<file path="src/hw/rtl/gmc_pkg.sv">
// shared types, constants and helper functions of the grid maze carver
package gmc_pkg;

  localparam int GRID_W = 31;
  localparam int GRID_H = 31;
  localparam int COORD_W = 5;
  localparam int EXT_W = COORD_W + 1;
  localparam int COL_AW = $clog2(GRID_W);
  localparam int ROW_AW = $clog2(GRID_H);
  localparam int CFG_W = 5;
  localparam int HUNT_LAST = ((GRID_H - 3) / 2) * 2 + 1;

  typedef logic [GRID_W-1:0] row_t;
  typedef logic [COORD_W-1:0] coord_t;
  typedef logic [EXT_W-1:0] ext_t;

  typedef enum logic [1:0] {
    CMD_CLEAR = 2'd0,
    CMD_STEP  = 2'd1,
    CMD_READ  = 2'd2,
    CMD_NONE  = 2'd3
  } cmd_t;

  typedef enum logic [1:0] {
    REG_START_COL = 2'd0,
    REG_START_ROW = 2'd1,
    REG_GOAL_COL  = 2'd2,
    REG_GOAL_ROW  = 2'd3
  } cfg_reg_t;

  localparam logic [1:0] DIR_UP    = 2'd0;
  localparam logic [1:0] DIR_DOWN  = 2'd1;
  localparam logic [1:0] DIR_LEFT  = 2'd2;
  localparam logic [1:0] DIR_RIGHT = 2'd3;

  typedef struct packed {
    logic has_up;
    logic has_down;
  } scan_ctl_t;

  typedef struct packed {
    logic   found;
    coord_t col;
  } scan_res_t;

  function automatic logic cell_bit(row_t r, ext_t c);
    logic b;
    b = 1'b1;
    if (c < ext_t'(GRID_W)) b = r[c[COL_AW-1:0]];
    return b;
  endfunction

  function automatic row_t clear_bit(row_t r, coord_t c);
    row_t m;
    m = '0;
    if (c < coord_t'(GRID_W)) m[c[COL_AW-1:0]] = 1'b1;
    return r & ~m;
  endfunction

  function automatic logic interior_col(ext_t c);
    return (c != '0) && (c < ext_t'(GRID_W - 1));
  endfunction

  function automatic logic interior_row(ext_t r);
    return (r != '0) && (r < ext_t'(GRID_H - 1));
  endfunction

endpackage

</file>
<file path="src/hw/rtl/gmc_ram.sv">
// generic single write port, single read port ram with registered read
module gmc_ram #(
  parameter int WIDTH = 8,
  parameter int DEPTH = 16
) (
  input  logic                     clk,
  input  logic                     we,
  input  logic [$clog2(DEPTH)-1:0] waddr,
  input  logic [WIDTH-1:0]         wdata,
  input  logic [$clog2(DEPTH)-1:0] raddr,
  output logic [WIDTH-1:0]         rdata
);

  logic [WIDTH-1:0] mem [DEPTH];

  always_ff @(posedge clk) begin
    if (we) begin
      mem[waddr] <= wdata;
    end
    rdata <= mem[raddr];
  end

endmodule

</file>
<file path="src/hw/rtl/gmc_scan.sv">
// hunt search over a three row window: first open odd cell with a walled neighbor
module gmc_scan (
  input  gmc_pkg::row_t      prev_row,
  input  gmc_pkg::row_t      cur_row,
  input  gmc_pkg::row_t      next_row,
  input  gmc_pkg::scan_ctl_t ctl,
  output gmc_pkg::scan_res_t res
);

  always_comb begin
    int  k;
    logic up, down, left, right;
    res = '0;
    for (int j = (gmc_pkg::GRID_W - 3) / 2; j >= 0; j--) begin
      k = 2 * j + 1;
      up = ctl.has_up && prev_row[k];
      down = ctl.has_down && next_row[k];
      left = (k >= 3) ? cur_row[k-2] : 1'b0;
      right = (k + 2 <= gmc_pkg::GRID_W - 2) ? cur_row[k+2] : 1'b0;
      if (!cur_row[k] && (up || down || left || right)) begin
        res.found = 1'b1;
        res.col = gmc_pkg::coord_t'(k);
      end
    end
  end

endmodule

</file>
<file path="src/hw/rtl/grid_maze_carver.sv">
// top level of the grid maze carver: command sequencer around one row ram
// Hunt-and-kill maze generator over a 31 x 31 wall bitmap held one row per word in a
// single-port-read ram; a row valid flop per row makes every row read as all wall after
// reset or a clear command, so clearing takes no sweep. One item is taken at a time and
// its result is held on the output until taken; the block is not ready meanwhile. All
// work goes through the one ram read port. A clear opens the start cell with a read and
// a write of its row, and a read fetches the probed row and then checks the cell. A step
// tries up to four shuffled directions, each a row read then a check; on a hit it opens
// the wall and the new cell with a read and write each, else it hunts over the odd rows
// (up to 15) and at the finish opens start and goal. A taken result returns it to idle.
module grid_maze_carver (
  input  logic                                   clk,
  input  logic                                   rst,
  input  logic                                   cfg_en,
  input  logic [1:0]                             cfg_index,
  input  logic [gmc_pkg::CFG_W-1:0]              cfg_data,
  input  logic                                   in_valid,
  output logic                                   in_ready,
  input  logic [1:0]                             cmd,
  input  logic [1:0]                             draw_first,
  input  logic [1:0]                             draw_second,
  input  logic                                   draw_third,
  input  logic [gmc_pkg::COORD_W-1:0]            probe_col,
  input  logic [gmc_pkg::COORD_W-1:0]            probe_row,
  output logic                                   out_valid,
  input  logic                                   out_ready,
  output logic [gmc_pkg::COORD_W-1:0]            walker_col,
  output logic [gmc_pkg::COORD_W-1:0]            walker_row,
  output logic                                   carved,
  output logic                                   jumped,
  output logic                                   finished,
  output logic                                   cell_is_wall
);

  typedef enum logic [10:0] {
    ST_IDLE      = 11'b000_0000_0001,
    ST_DIR_RD    = 11'b000_0000_0010,
    ST_DIR_CHK   = 11'b000_0000_0100,
    ST_HUNT_PRE  = 11'b000_0000_1000,
    ST_HUNT_RD   = 11'b000_0001_0000,
    ST_HUNT_CHK  = 11'b000_0010_0000,
    ST_OPEN_RD   = 11'b000_0100_0000,
    ST_OPEN_WR   = 11'b000_1000_0000,
    ST_PROBE_RD  = 11'b001_0000_0000,
    ST_PROBE_CHK = 11'b010_0000_0000,
    ST_OUT       = 11'b100_0000_0000
  } state_t;

  typedef struct packed {
    gmc_pkg::ext_t   nx;
    gmc_pkg::ext_t   ny;
    gmc_pkg::coord_t mx;
    gmc_pkg::coord_t my;
  } nbr_t;

  function automatic logic [3:0][1:0] shuffle(logic [1:0] j1, logic [1:0] j2, logic j3);
    logic [3:0][1:0] d;
    logic [1:0] t;
    d[0] = gmc_pkg::DIR_UP;
    d[1] = gmc_pkg::DIR_DOWN;
    d[2] = gmc_pkg::DIR_LEFT;
    d[3] = gmc_pkg::DIR_RIGHT;
    t = d[3]; d[3] = d[j1]; d[j1] = t;
    t = d[2]; d[2] = d[j2]; d[j2] = t;
    t = d[1]; d[1] = d[{1'b0, j3}]; d[{1'b0, j3}] = t;
    return d;
  endfunction

  function automatic nbr_t neighbor(logic [1:0] dir, gmc_pkg::coord_t x, gmc_pkg::coord_t y);
    nbr_t n;
    n.nx = gmc_pkg::ext_t'(x);
    n.ny = gmc_pkg::ext_t'(y);
    n.mx = x;
    n.my = y;
    unique case (dir)
      gmc_pkg::DIR_UP: begin
        n.ny = gmc_pkg::ext_t'(y) - gmc_pkg::ext_t'(2);
        n.my = y - gmc_pkg::coord_t'(1);
      end
      gmc_pkg::DIR_DOWN: begin
        n.ny = gmc_pkg::ext_t'(y) + gmc_pkg::ext_t'(2);
        n.my = y + gmc_pkg::coord_t'(1);
      end
      gmc_pkg::DIR_LEFT: begin
        n.nx = gmc_pkg::ext_t'(x) - gmc_pkg::ext_t'(2);
        n.mx = x - gmc_pkg::coord_t'(1);
      end
      gmc_pkg::DIR_RIGHT: begin
        n.nx = gmc_pkg::ext_t'(x) + gmc_pkg::ext_t'(2);
        n.mx = x + gmc_pkg::coord_t'(1);
      end
      default: ;
    endcase
    return n;
  endfunction

  state_t state, state_next;

  gmc_pkg::coord_t start_col, start_row, goal_col, goal_row;
  gmc_pkg::coord_t walker_x, walker_y;
  logic [gmc_pkg::GRID_H-1:0] row_valid;

  logic [3:0][1:0] dirs;
  logic [1:0] slot;
  gmc_pkg::ext_t hunt_row;
  gmc_pkg::row_t prev_row, cur_row;
  gmc_pkg::coord_t t0_col, t0_row, t1_col, t1_row;
  logic more;
  gmc_pkg::coord_t probe_col_q, probe_row_q;
  logic rvalid_q;

  gmc_pkg::ext_t rd_row;
  gmc_pkg::row_t rd_data, eff_row, wr_data;
  logic wr_en;
  logic t0_on_grid;
  nbr_t nb;
  logic dir_hit;
  logic hunt_last;
  gmc_pkg::scan_ctl_t scan_ctl;
  gmc_pkg::scan_res_t scan_res;

  assign in_ready = (state == ST_IDLE);
  assign out_valid = (state == ST_OUT);
  assign walker_col = walker_x;
  assign walker_row = walker_y;

  assign eff_row = rvalid_q ? rd_data : '1;
  assign nb = neighbor(dirs[slot], walker_x, walker_y);
  assign dir_hit = gmc_pkg::interior_col(nb.nx) && gmc_pkg::interior_row(nb.ny)
                   && gmc_pkg::cell_bit(eff_row, nb.nx);
  assign hunt_last = (hunt_row == gmc_pkg::ext_t'(gmc_pkg::HUNT_LAST));
  assign scan_ctl.has_up = (hunt_row >= gmc_pkg::ext_t'(3));
  assign scan_ctl.has_down = (hunt_row <= gmc_pkg::ext_t'(gmc_pkg::GRID_H - 4));
  assign t0_on_grid = (t0_col < gmc_pkg::coord_t'(gmc_pkg::GRID_W))
                      && (t0_row < gmc_pkg::coord_t'(gmc_pkg::GRID_H));
  assign wr_en = (state == ST_OPEN_WR) && t0_on_grid;
  assign wr_data = gmc_pkg::clear_bit(eff_row, t0_col);

  gmc_ram #(
    .WIDTH(gmc_pkg::GRID_W),
    .DEPTH(gmc_pkg::GRID_H)
  ) u_rows (
    .clk  (clk),
    .we   (wr_en),
    .waddr(t0_row[gmc_pkg::ROW_AW-1:0]),
    .wdata(wr_data),
    .raddr(rd_row[gmc_pkg::ROW_AW-1:0]),
    .rdata(rd_data)
  );

  gmc_scan u_scan (
    .prev_row(prev_row),
    .cur_row (cur_row),
    .next_row(eff_row),
    .ctl     (scan_ctl),
    .res     (scan_res)
  );

  always_comb begin
    rd_row = '0;
    unique case (state)
      ST_DIR_RD:   rd_row = nb.ny;
      ST_HUNT_PRE: rd_row = hunt_row;
      ST_HUNT_RD:  rd_row = hunt_row + gmc_pkg::ext_t'(2);
      ST_HUNT_CHK: rd_row = hunt_row + gmc_pkg::ext_t'(4);
      ST_OPEN_RD:  rd_row = gmc_pkg::ext_t'(t0_row);
      ST_PROBE_RD: rd_row = gmc_pkg::ext_t'(probe_row_q);
      default:     rd_row = '0;
    endcase
  end

  always_comb begin
    state_next = state;
    unique case (state)
      ST_IDLE: begin
        if (in_valid) begin
          unique case (gmc_pkg::cmd_t'(cmd))
            gmc_pkg::CMD_CLEAR: state_next = ST_OPEN_RD;
            gmc_pkg::CMD_STEP:  state_next = ST_DIR_RD;
            gmc_pkg::CMD_READ:  state_next = ST_PROBE_RD;
            default:            state_next = ST_OUT;
          endcase
        end
      end
      ST_DIR_RD: state_next = ST_DIR_CHK;
      ST_DIR_CHK: begin
        if (dir_hit) state_next = ST_OPEN_RD;
        else if (&slot) state_next = ST_HUNT_PRE;
        else state_next = ST_DIR_RD;
      end
      ST_HUNT_PRE: state_next = ST_HUNT_RD;
      ST_HUNT_RD:  state_next = ST_HUNT_CHK;
      ST_HUNT_CHK: begin
        if (scan_res.found) state_next = ST_OUT;
        else if (hunt_last) state_next = ST_OPEN_RD;
      end
      ST_OPEN_RD: state_next = ST_OPEN_WR;
      ST_OPEN_WR: state_next = more ? ST_OPEN_RD : ST_OUT;
      ST_PROBE_RD: state_next = ST_PROBE_CHK;
      ST_PROBE_CHK: state_next = ST_OUT;
      ST_OUT: begin
        if (out_ready) state_next = ST_IDLE;
      end
      default: state_next = ST_IDLE;
    endcase
  end

  always_ff @(posedge clk) begin
    if (rst) begin
      state <= ST_IDLE;
      walker_x <= gmc_pkg::coord_t'(1);
      walker_y <= gmc_pkg::coord_t'(1);
      row_valid <= '0;
      start_col <= gmc_pkg::coord_t'(1);
      start_row <= gmc_pkg::coord_t'(1);
      goal_col <= gmc_pkg::coord_t'(29);
      goal_row <= gmc_pkg::coord_t'(29);
    end else begin
      state <= state_next;
      if (cfg_en) begin
        unique case (gmc_pkg::cfg_reg_t'(cfg_index))
          gmc_pkg::REG_START_COL: start_col <= cfg_data;
          gmc_pkg::REG_START_ROW: start_row <= cfg_data;
          gmc_pkg::REG_GOAL_COL:  goal_col <= cfg_data;
          gmc_pkg::REG_GOAL_ROW:  goal_row <= cfg_data;
          default: ;
        endcase
      end
      unique case (state)
        ST_IDLE: begin
          if (in_valid && gmc_pkg::cmd_t'(cmd) == gmc_pkg::CMD_CLEAR) begin
            row_valid <= '0;
            walker_x <= start_col;
            walker_y <= start_row;
          end
        end
        ST_DIR_CHK: begin
          if (dir_hit) begin
            walker_x <= nb.nx[gmc_pkg::COORD_W-1:0];
            walker_y <= nb.ny[gmc_pkg::COORD_W-1:0];
          end
        end
        ST_HUNT_CHK: begin
          if (scan_res.found) begin
            walker_x <= scan_res.col;
            walker_y <= hunt_row[gmc_pkg::COORD_W-1:0];
          end
        end
        ST_OPEN_WR: begin
          if (t0_on_grid) row_valid[t0_row[gmc_pkg::ROW_AW-1:0]] <= 1'b1;
        end
        default: ;
      endcase
    end
  end

  always_ff @(posedge clk) begin
    rvalid_q <= (rd_row < gmc_pkg::ext_t'(gmc_pkg::GRID_H))
                && row_valid[rd_row[gmc_pkg::ROW_AW-1:0]];
    unique case (state)
      ST_IDLE: begin
        if (in_valid) begin
          dirs <= shuffle(draw_first, (draw_second > 2'd2) ? 2'd2 : draw_second, draw_third);
          slot <= '0;
          hunt_row <= gmc_pkg::ext_t'(1);
          probe_col_q <= probe_col;
          probe_row_q <= probe_row;
          t0_col <= start_col;
          t0_row <= start_row;
          more <= 1'b0;
          carved <= 1'b0;
          jumped <= 1'b0;
          finished <= 1'b0;
          cell_is_wall <= 1'b0;
        end
      end
      ST_DIR_CHK: begin
        if (dir_hit) begin
          carved <= 1'b1;
          t0_col <= nb.mx;
          t0_row <= nb.my;
          t1_col <= nb.nx[gmc_pkg::COORD_W-1:0];
          t1_row <= nb.ny[gmc_pkg::COORD_W-1:0];
          more <= 1'b1;
        end else begin
          slot <= slot + 2'd1;
        end
      end
      ST_HUNT_RD: begin
        prev_row <= '1;
        cur_row <= eff_row;
      end
      ST_HUNT_CHK: begin
        if (scan_res.found) begin
          jumped <= 1'b1;
        end else if (hunt_last) begin
          finished <= 1'b1;
          t0_col <= start_col;
          t0_row <= start_row;
          t1_col <= goal_col;
          t1_row <= goal_row;
          more <= 1'b1;
        end else begin
          prev_row <= cur_row;
          cur_row <= eff_row;
          hunt_row <= hunt_row + gmc_pkg::ext_t'(2);
        end
      end
      ST_OPEN_WR: begin
        if (more) begin
          t0_col <= t1_col;
          t0_row <= t1_row;
          more <= 1'b0;
        end
      end
      ST_PROBE_CHK: begin
        cell_is_wall <= gmc_pkg::cell_bit(eff_row, gmc_pkg::ext_t'(probe_col_q));
      end
      default: ;
    endcase
  end

endmodule

</file>
<file path="config.mk">
export PLATFORM = sky130hd
export DESIGN_NAME = grid_maze_carver
export DESIGN_NICKNAME = d
export VERILOG_FILES = /design/src/hw/rtl/gmc_pkg.sv /design/src/hw/rtl/gmc_ram.sv /design/src/hw/rtl/gmc_scan.sv /design/src/hw/rtl/grid_maze_carver.sv
export SDC_FILE = /design/constraint.sdc
export NUM_CORES = 2
export LEC_CHECK = 0
export BUFFER_PORTS_ARGS = -buffer_cell sky130_fd_sc_hd__buf_2
export CELL_PAD_IN_SITES_DETAIL_PLACEMENT = 0
export CELL_PAD_IN_SITES_GLOBAL_PLACEMENT = 1
export CORE_MARGIN = 1.5
export CORE_UTILIZATION = 55
export DETAILED_ROUTE_END_ITERATION = 6
export PLACE_DENSITY_LB_ADDON = 0.1
export REMOVE_ABC_BUFFERS = 1
export SETUP_SLACK_MARGIN = 0.2
export SLEW_MARGIN = 20
export SYNTH_ARGS = -nofsm -noshare
export SYNTH_HDL_FRONTEND = slang
export SYNTH_SLANG_ARGS = --single-unit
</file>
<file path="constraint.sdc">
create_clock -name clk -period 8.6 [get_ports clk]
set_clock_uncertainty 0.2 [all_clocks]
set_input_delay 1.29 -clock clk [delete_from_list [all_inputs] [get_ports clk]]
set_output_delay 1.29 -clock clk [all_outputs]
set_load 0.05 [all_outputs]
</file>
==> flow_summary.toml <==
[power_and_ir_drop]
peakVddDrop_uv = 210.6
power_density_nw_per_um2 = 232.8
p_total_mw = 12.50
p_leak_nw = 17.70

[clock_network]
cts_tree = "yes"
cts_resized = 0
numCtsBuffers = 114
cts_max_path_buffers = 3
htreeDepth = 3
path_clk_slew_ps = 60
post_cts_buffers = 0
clock_latency_ps = 710
hold_buffers = 0
cts.sinks = 1145
root_buffer = "clkbuf_16"

[die]
core_area_um2 = 86620
pin_count = 45
rows = 108
die_w_um = 298.6
die_h_um = 298.6
die_area_um2 = 89190
initial_core_util_pct = 55.50

[sta]
tns_ps = 0
report.final.slew_viol_count = 0
setup_violations = 0
max_slew_margin_pct = 22.67
fin_ws_ps = 3290
fin_crit_sh_pct = 61.74
min_period_ps = 5310
rsz0062_at_grt = "no"
holdWs_ps = 263.7
tightest_slew_ps = 1157
max_freq_mhz = 188.3
hold_viol = 0

[final_layout]
syn_to_final_growth_pct = 11.65
num-nets-final = 3652
design_area_um2 = 53680
layout.cells.non_filler = 4860
fin_util_pct = 61.97
drive_gt1_share_pct = 13.64

[setup_path]
critPathMaxStageDelay_ps = 910
crit_type = "reg2reg"
path_cells = "mux4_2 > xnor2_1 > o32a_2 > buf_4 > nand2_4 > nor2_4 > buf_4 > a2111oi_0 > a221o_1 > a211oi_1"
critPathLaunchType = "flip-flop"
worstPathArrival_ps = 5710
crit_required_ps = 9000
worst-path-buf-inv = 2
path_common_cell = "buf_4"
cp-end-kind = "flip-flop"
crit_fanout = 39
cp_top_family = "compound AO/OA/AOI/OAI gates"
cpMaxStageDelayCell = "mux4_2"

[synth]
yosysSeqAreaShare_pct = 69.36
yosys.area_share.simple_pct = 12.08
synth_edf_count = 1041
async_flop_share_pct = 0
synth_top_family_by_area = "compound AO/OA/AOI/OAI gates"
netlist_instances = 3652
synth_fa_ha_area_share_pct = 0.5049
synth_compound_area_share_pct = 12.82
synth_area_per_cell_um2 = 13.16
synthTopCellsByCount = "1041 x edfxtp_1, 572 x nand2_1, 214 x clkbuf_1"
ys.flop_type = "edfxtp_1"
synth_top_area_share_pct = 65.03
synthXorXnorAreaFrac_pct = 0.4034
synth_area_um2 = 48070
synth_area_leaders = "edfxtp_1 65%, nand2_1 4.5%, dfxtp_1 4.3%"
yosysMostFrequentCell = "edfxtp_1"
synthMuxAreaShare_pct = 2.241
ys_warn_count = 0
synth_cell_type_count = 78
synth_top_area_cell = "edfxtp_1"
synth-seq-cells = 1145

[drt]
drc = 0
drtPass1Iterations = 7
drt_wl_total_um = 148800
vias_per_cell = 6.767
antenna_left = 0
drt_iter0_markers = 4094
vias = 32890
wl_per_cell_um = 30.61

[global_route]
antenna_found_initial = 3
grt_usage_pct = 32.99
grt_pass1_wl_um = 214400
grt_overflow = 0
grt_max_degree = 172
grt_pass1_vias = 31620

[placed_design]
place_ws_ps = 3342
dp.cells = 4645
placed_area_um2 = 49780
numPortBuffers = 44
place_hpwl_um = 79480
gp_congestion = 0.9604

[worst_hold_path]
hp-class = "reg2reg"

[run]
maxCapViolations = 0

[run_status]
status = "complete, no violations"
## final cells by class
cell class / count / area (µm²)
Antenna cell: 2 / 5.005
Clock buffer: 177 / 3302
Clock inverter: 36 / 387.9
Fill cell: 6551 / 32940
Inverter: 30 / 112.6
Multi-Input combinational cell: 2191 / 14180
Sequential cell: 1145 / 33340
Tap cell: 1155 / 1445
Timing Repair Buffer: 124 / 895.9
## cell families (layout without fill, tap and decap cells)
logic type,Yosys count,count (layout)
compound gates,837,837
xor+xnor,20,20
fa+ha+maj,17,17
buf+inv,316,367
flops,1145,1145
mux,80,80
other cells,0,2
simple gates,1237,1237
## metal layers
metal / wire length, µm / share of wire, % / up-vias / GRT usage [%]
li1: - / - / 14020 / -
met1: 59880 / 40 / 16620 / 46.47
met2: 66950 / 45 / 1901 / 49.93
met3: 15120 / 10 / 343 / 6.485
met4: 6791 / 4.6 / 2 / 15.14
met5: 9 / 0.0061 / - / 0
## cell usage in the layout (no fill, tap or decap), types with 14 or more instances in the layout
| cell | count |
|---|---|
| nor3_1 | 19 |
| a21oi_1 | 110 |
| a2111oi_0 | 33 |
| mux2i_1 | 26 |
| edfxtp_1 | 1041 |
| or2_2 | 16 |
| o211ai_1 | 16 |
| buf_2 | 44 |
| inv_1 | 29 |
| a21oi_4 | 17 |
| and3_1 | 139 |
| a221o_1 | 41 |
| nand3_1 | 207 |
| clkbuf_16 | 116 |
| nor2b_1 | 36 |
| mux4_2 | 17 |
| nand3b_1 | 18 |
| a31oi_1 | 37 |
| o21ai_0 | 95 |
| mux2_2 | 31 |
| dfxtp_1 | 104 |
| nand2_1 | 570 |
| nor2_1 | 100 |
| nand2b_1 | 23 |
| xnor2_1 | 14 |
| clkbuf_1 | 44 |
| clkbuf_8 | 17 |
| buf_4 | 74 |
| a211oi_1 | 208 |
| a31o_2 | 54 |
| a311oi_1 | 128 |
| nor2_4 | 35 |
## where the power goes
part,switching [mW],internal [mW],total (mW)
Clock,2.09,2.84,4.92
Sequential,0.122,6.28,6.40
Combinational,0.821,0.352,1.17
## worst reg2reg max path, stage by stage (launching register included)
cell and delay, ps:
edfxtp_1 480, mux4_2 910, xnor2_1 460, o32a_2 360, buf_4 550, nand2_4 420
nor2_4 620, buf_4 460, a2111oi_0 210, a221o_1 310, a211oi_1 230
## state kept, by name, summed over array words and instances (netlist names), 2 cells and up
name          count
dirs              8
t0_col            5
goal_row          5
walker_row        5
slot              2
u_rows.mem      961
probe_row_q       5
prev_row         15
t1_col            5
row_valid        31
start_col         5
probe_col_q       5
goal_col          5
walker_col        5
start_row         5
u_rows.rdata     31
state            11
t1_row            5
hunt_row          5
t0_row            5
cur_row          15
## worst paths after layout
check	from	end	cells after the start	slack (ps)
worst max-delay path	slot[0]$_SDFFCE_PN0P_	u_rows.rdata[20]$_DFF_P_	10	3290
worst min-delay path	row_valid[4]$_SDFFE_PP0P_	row_valid[4]$_SDFFE_PP0P_	2	260
worst max register to register	slot[0]$_SDFFCE_PN0P_	u_rows.rdata[20]$_DFF_P_	10	3290
worst min register to register	row_valid[4]$_SDFFE_PP0P_	row_valid[4]$_SDFFE_PP0P_	2	260
Note: power is estimated with default switching activity, not from simulation.
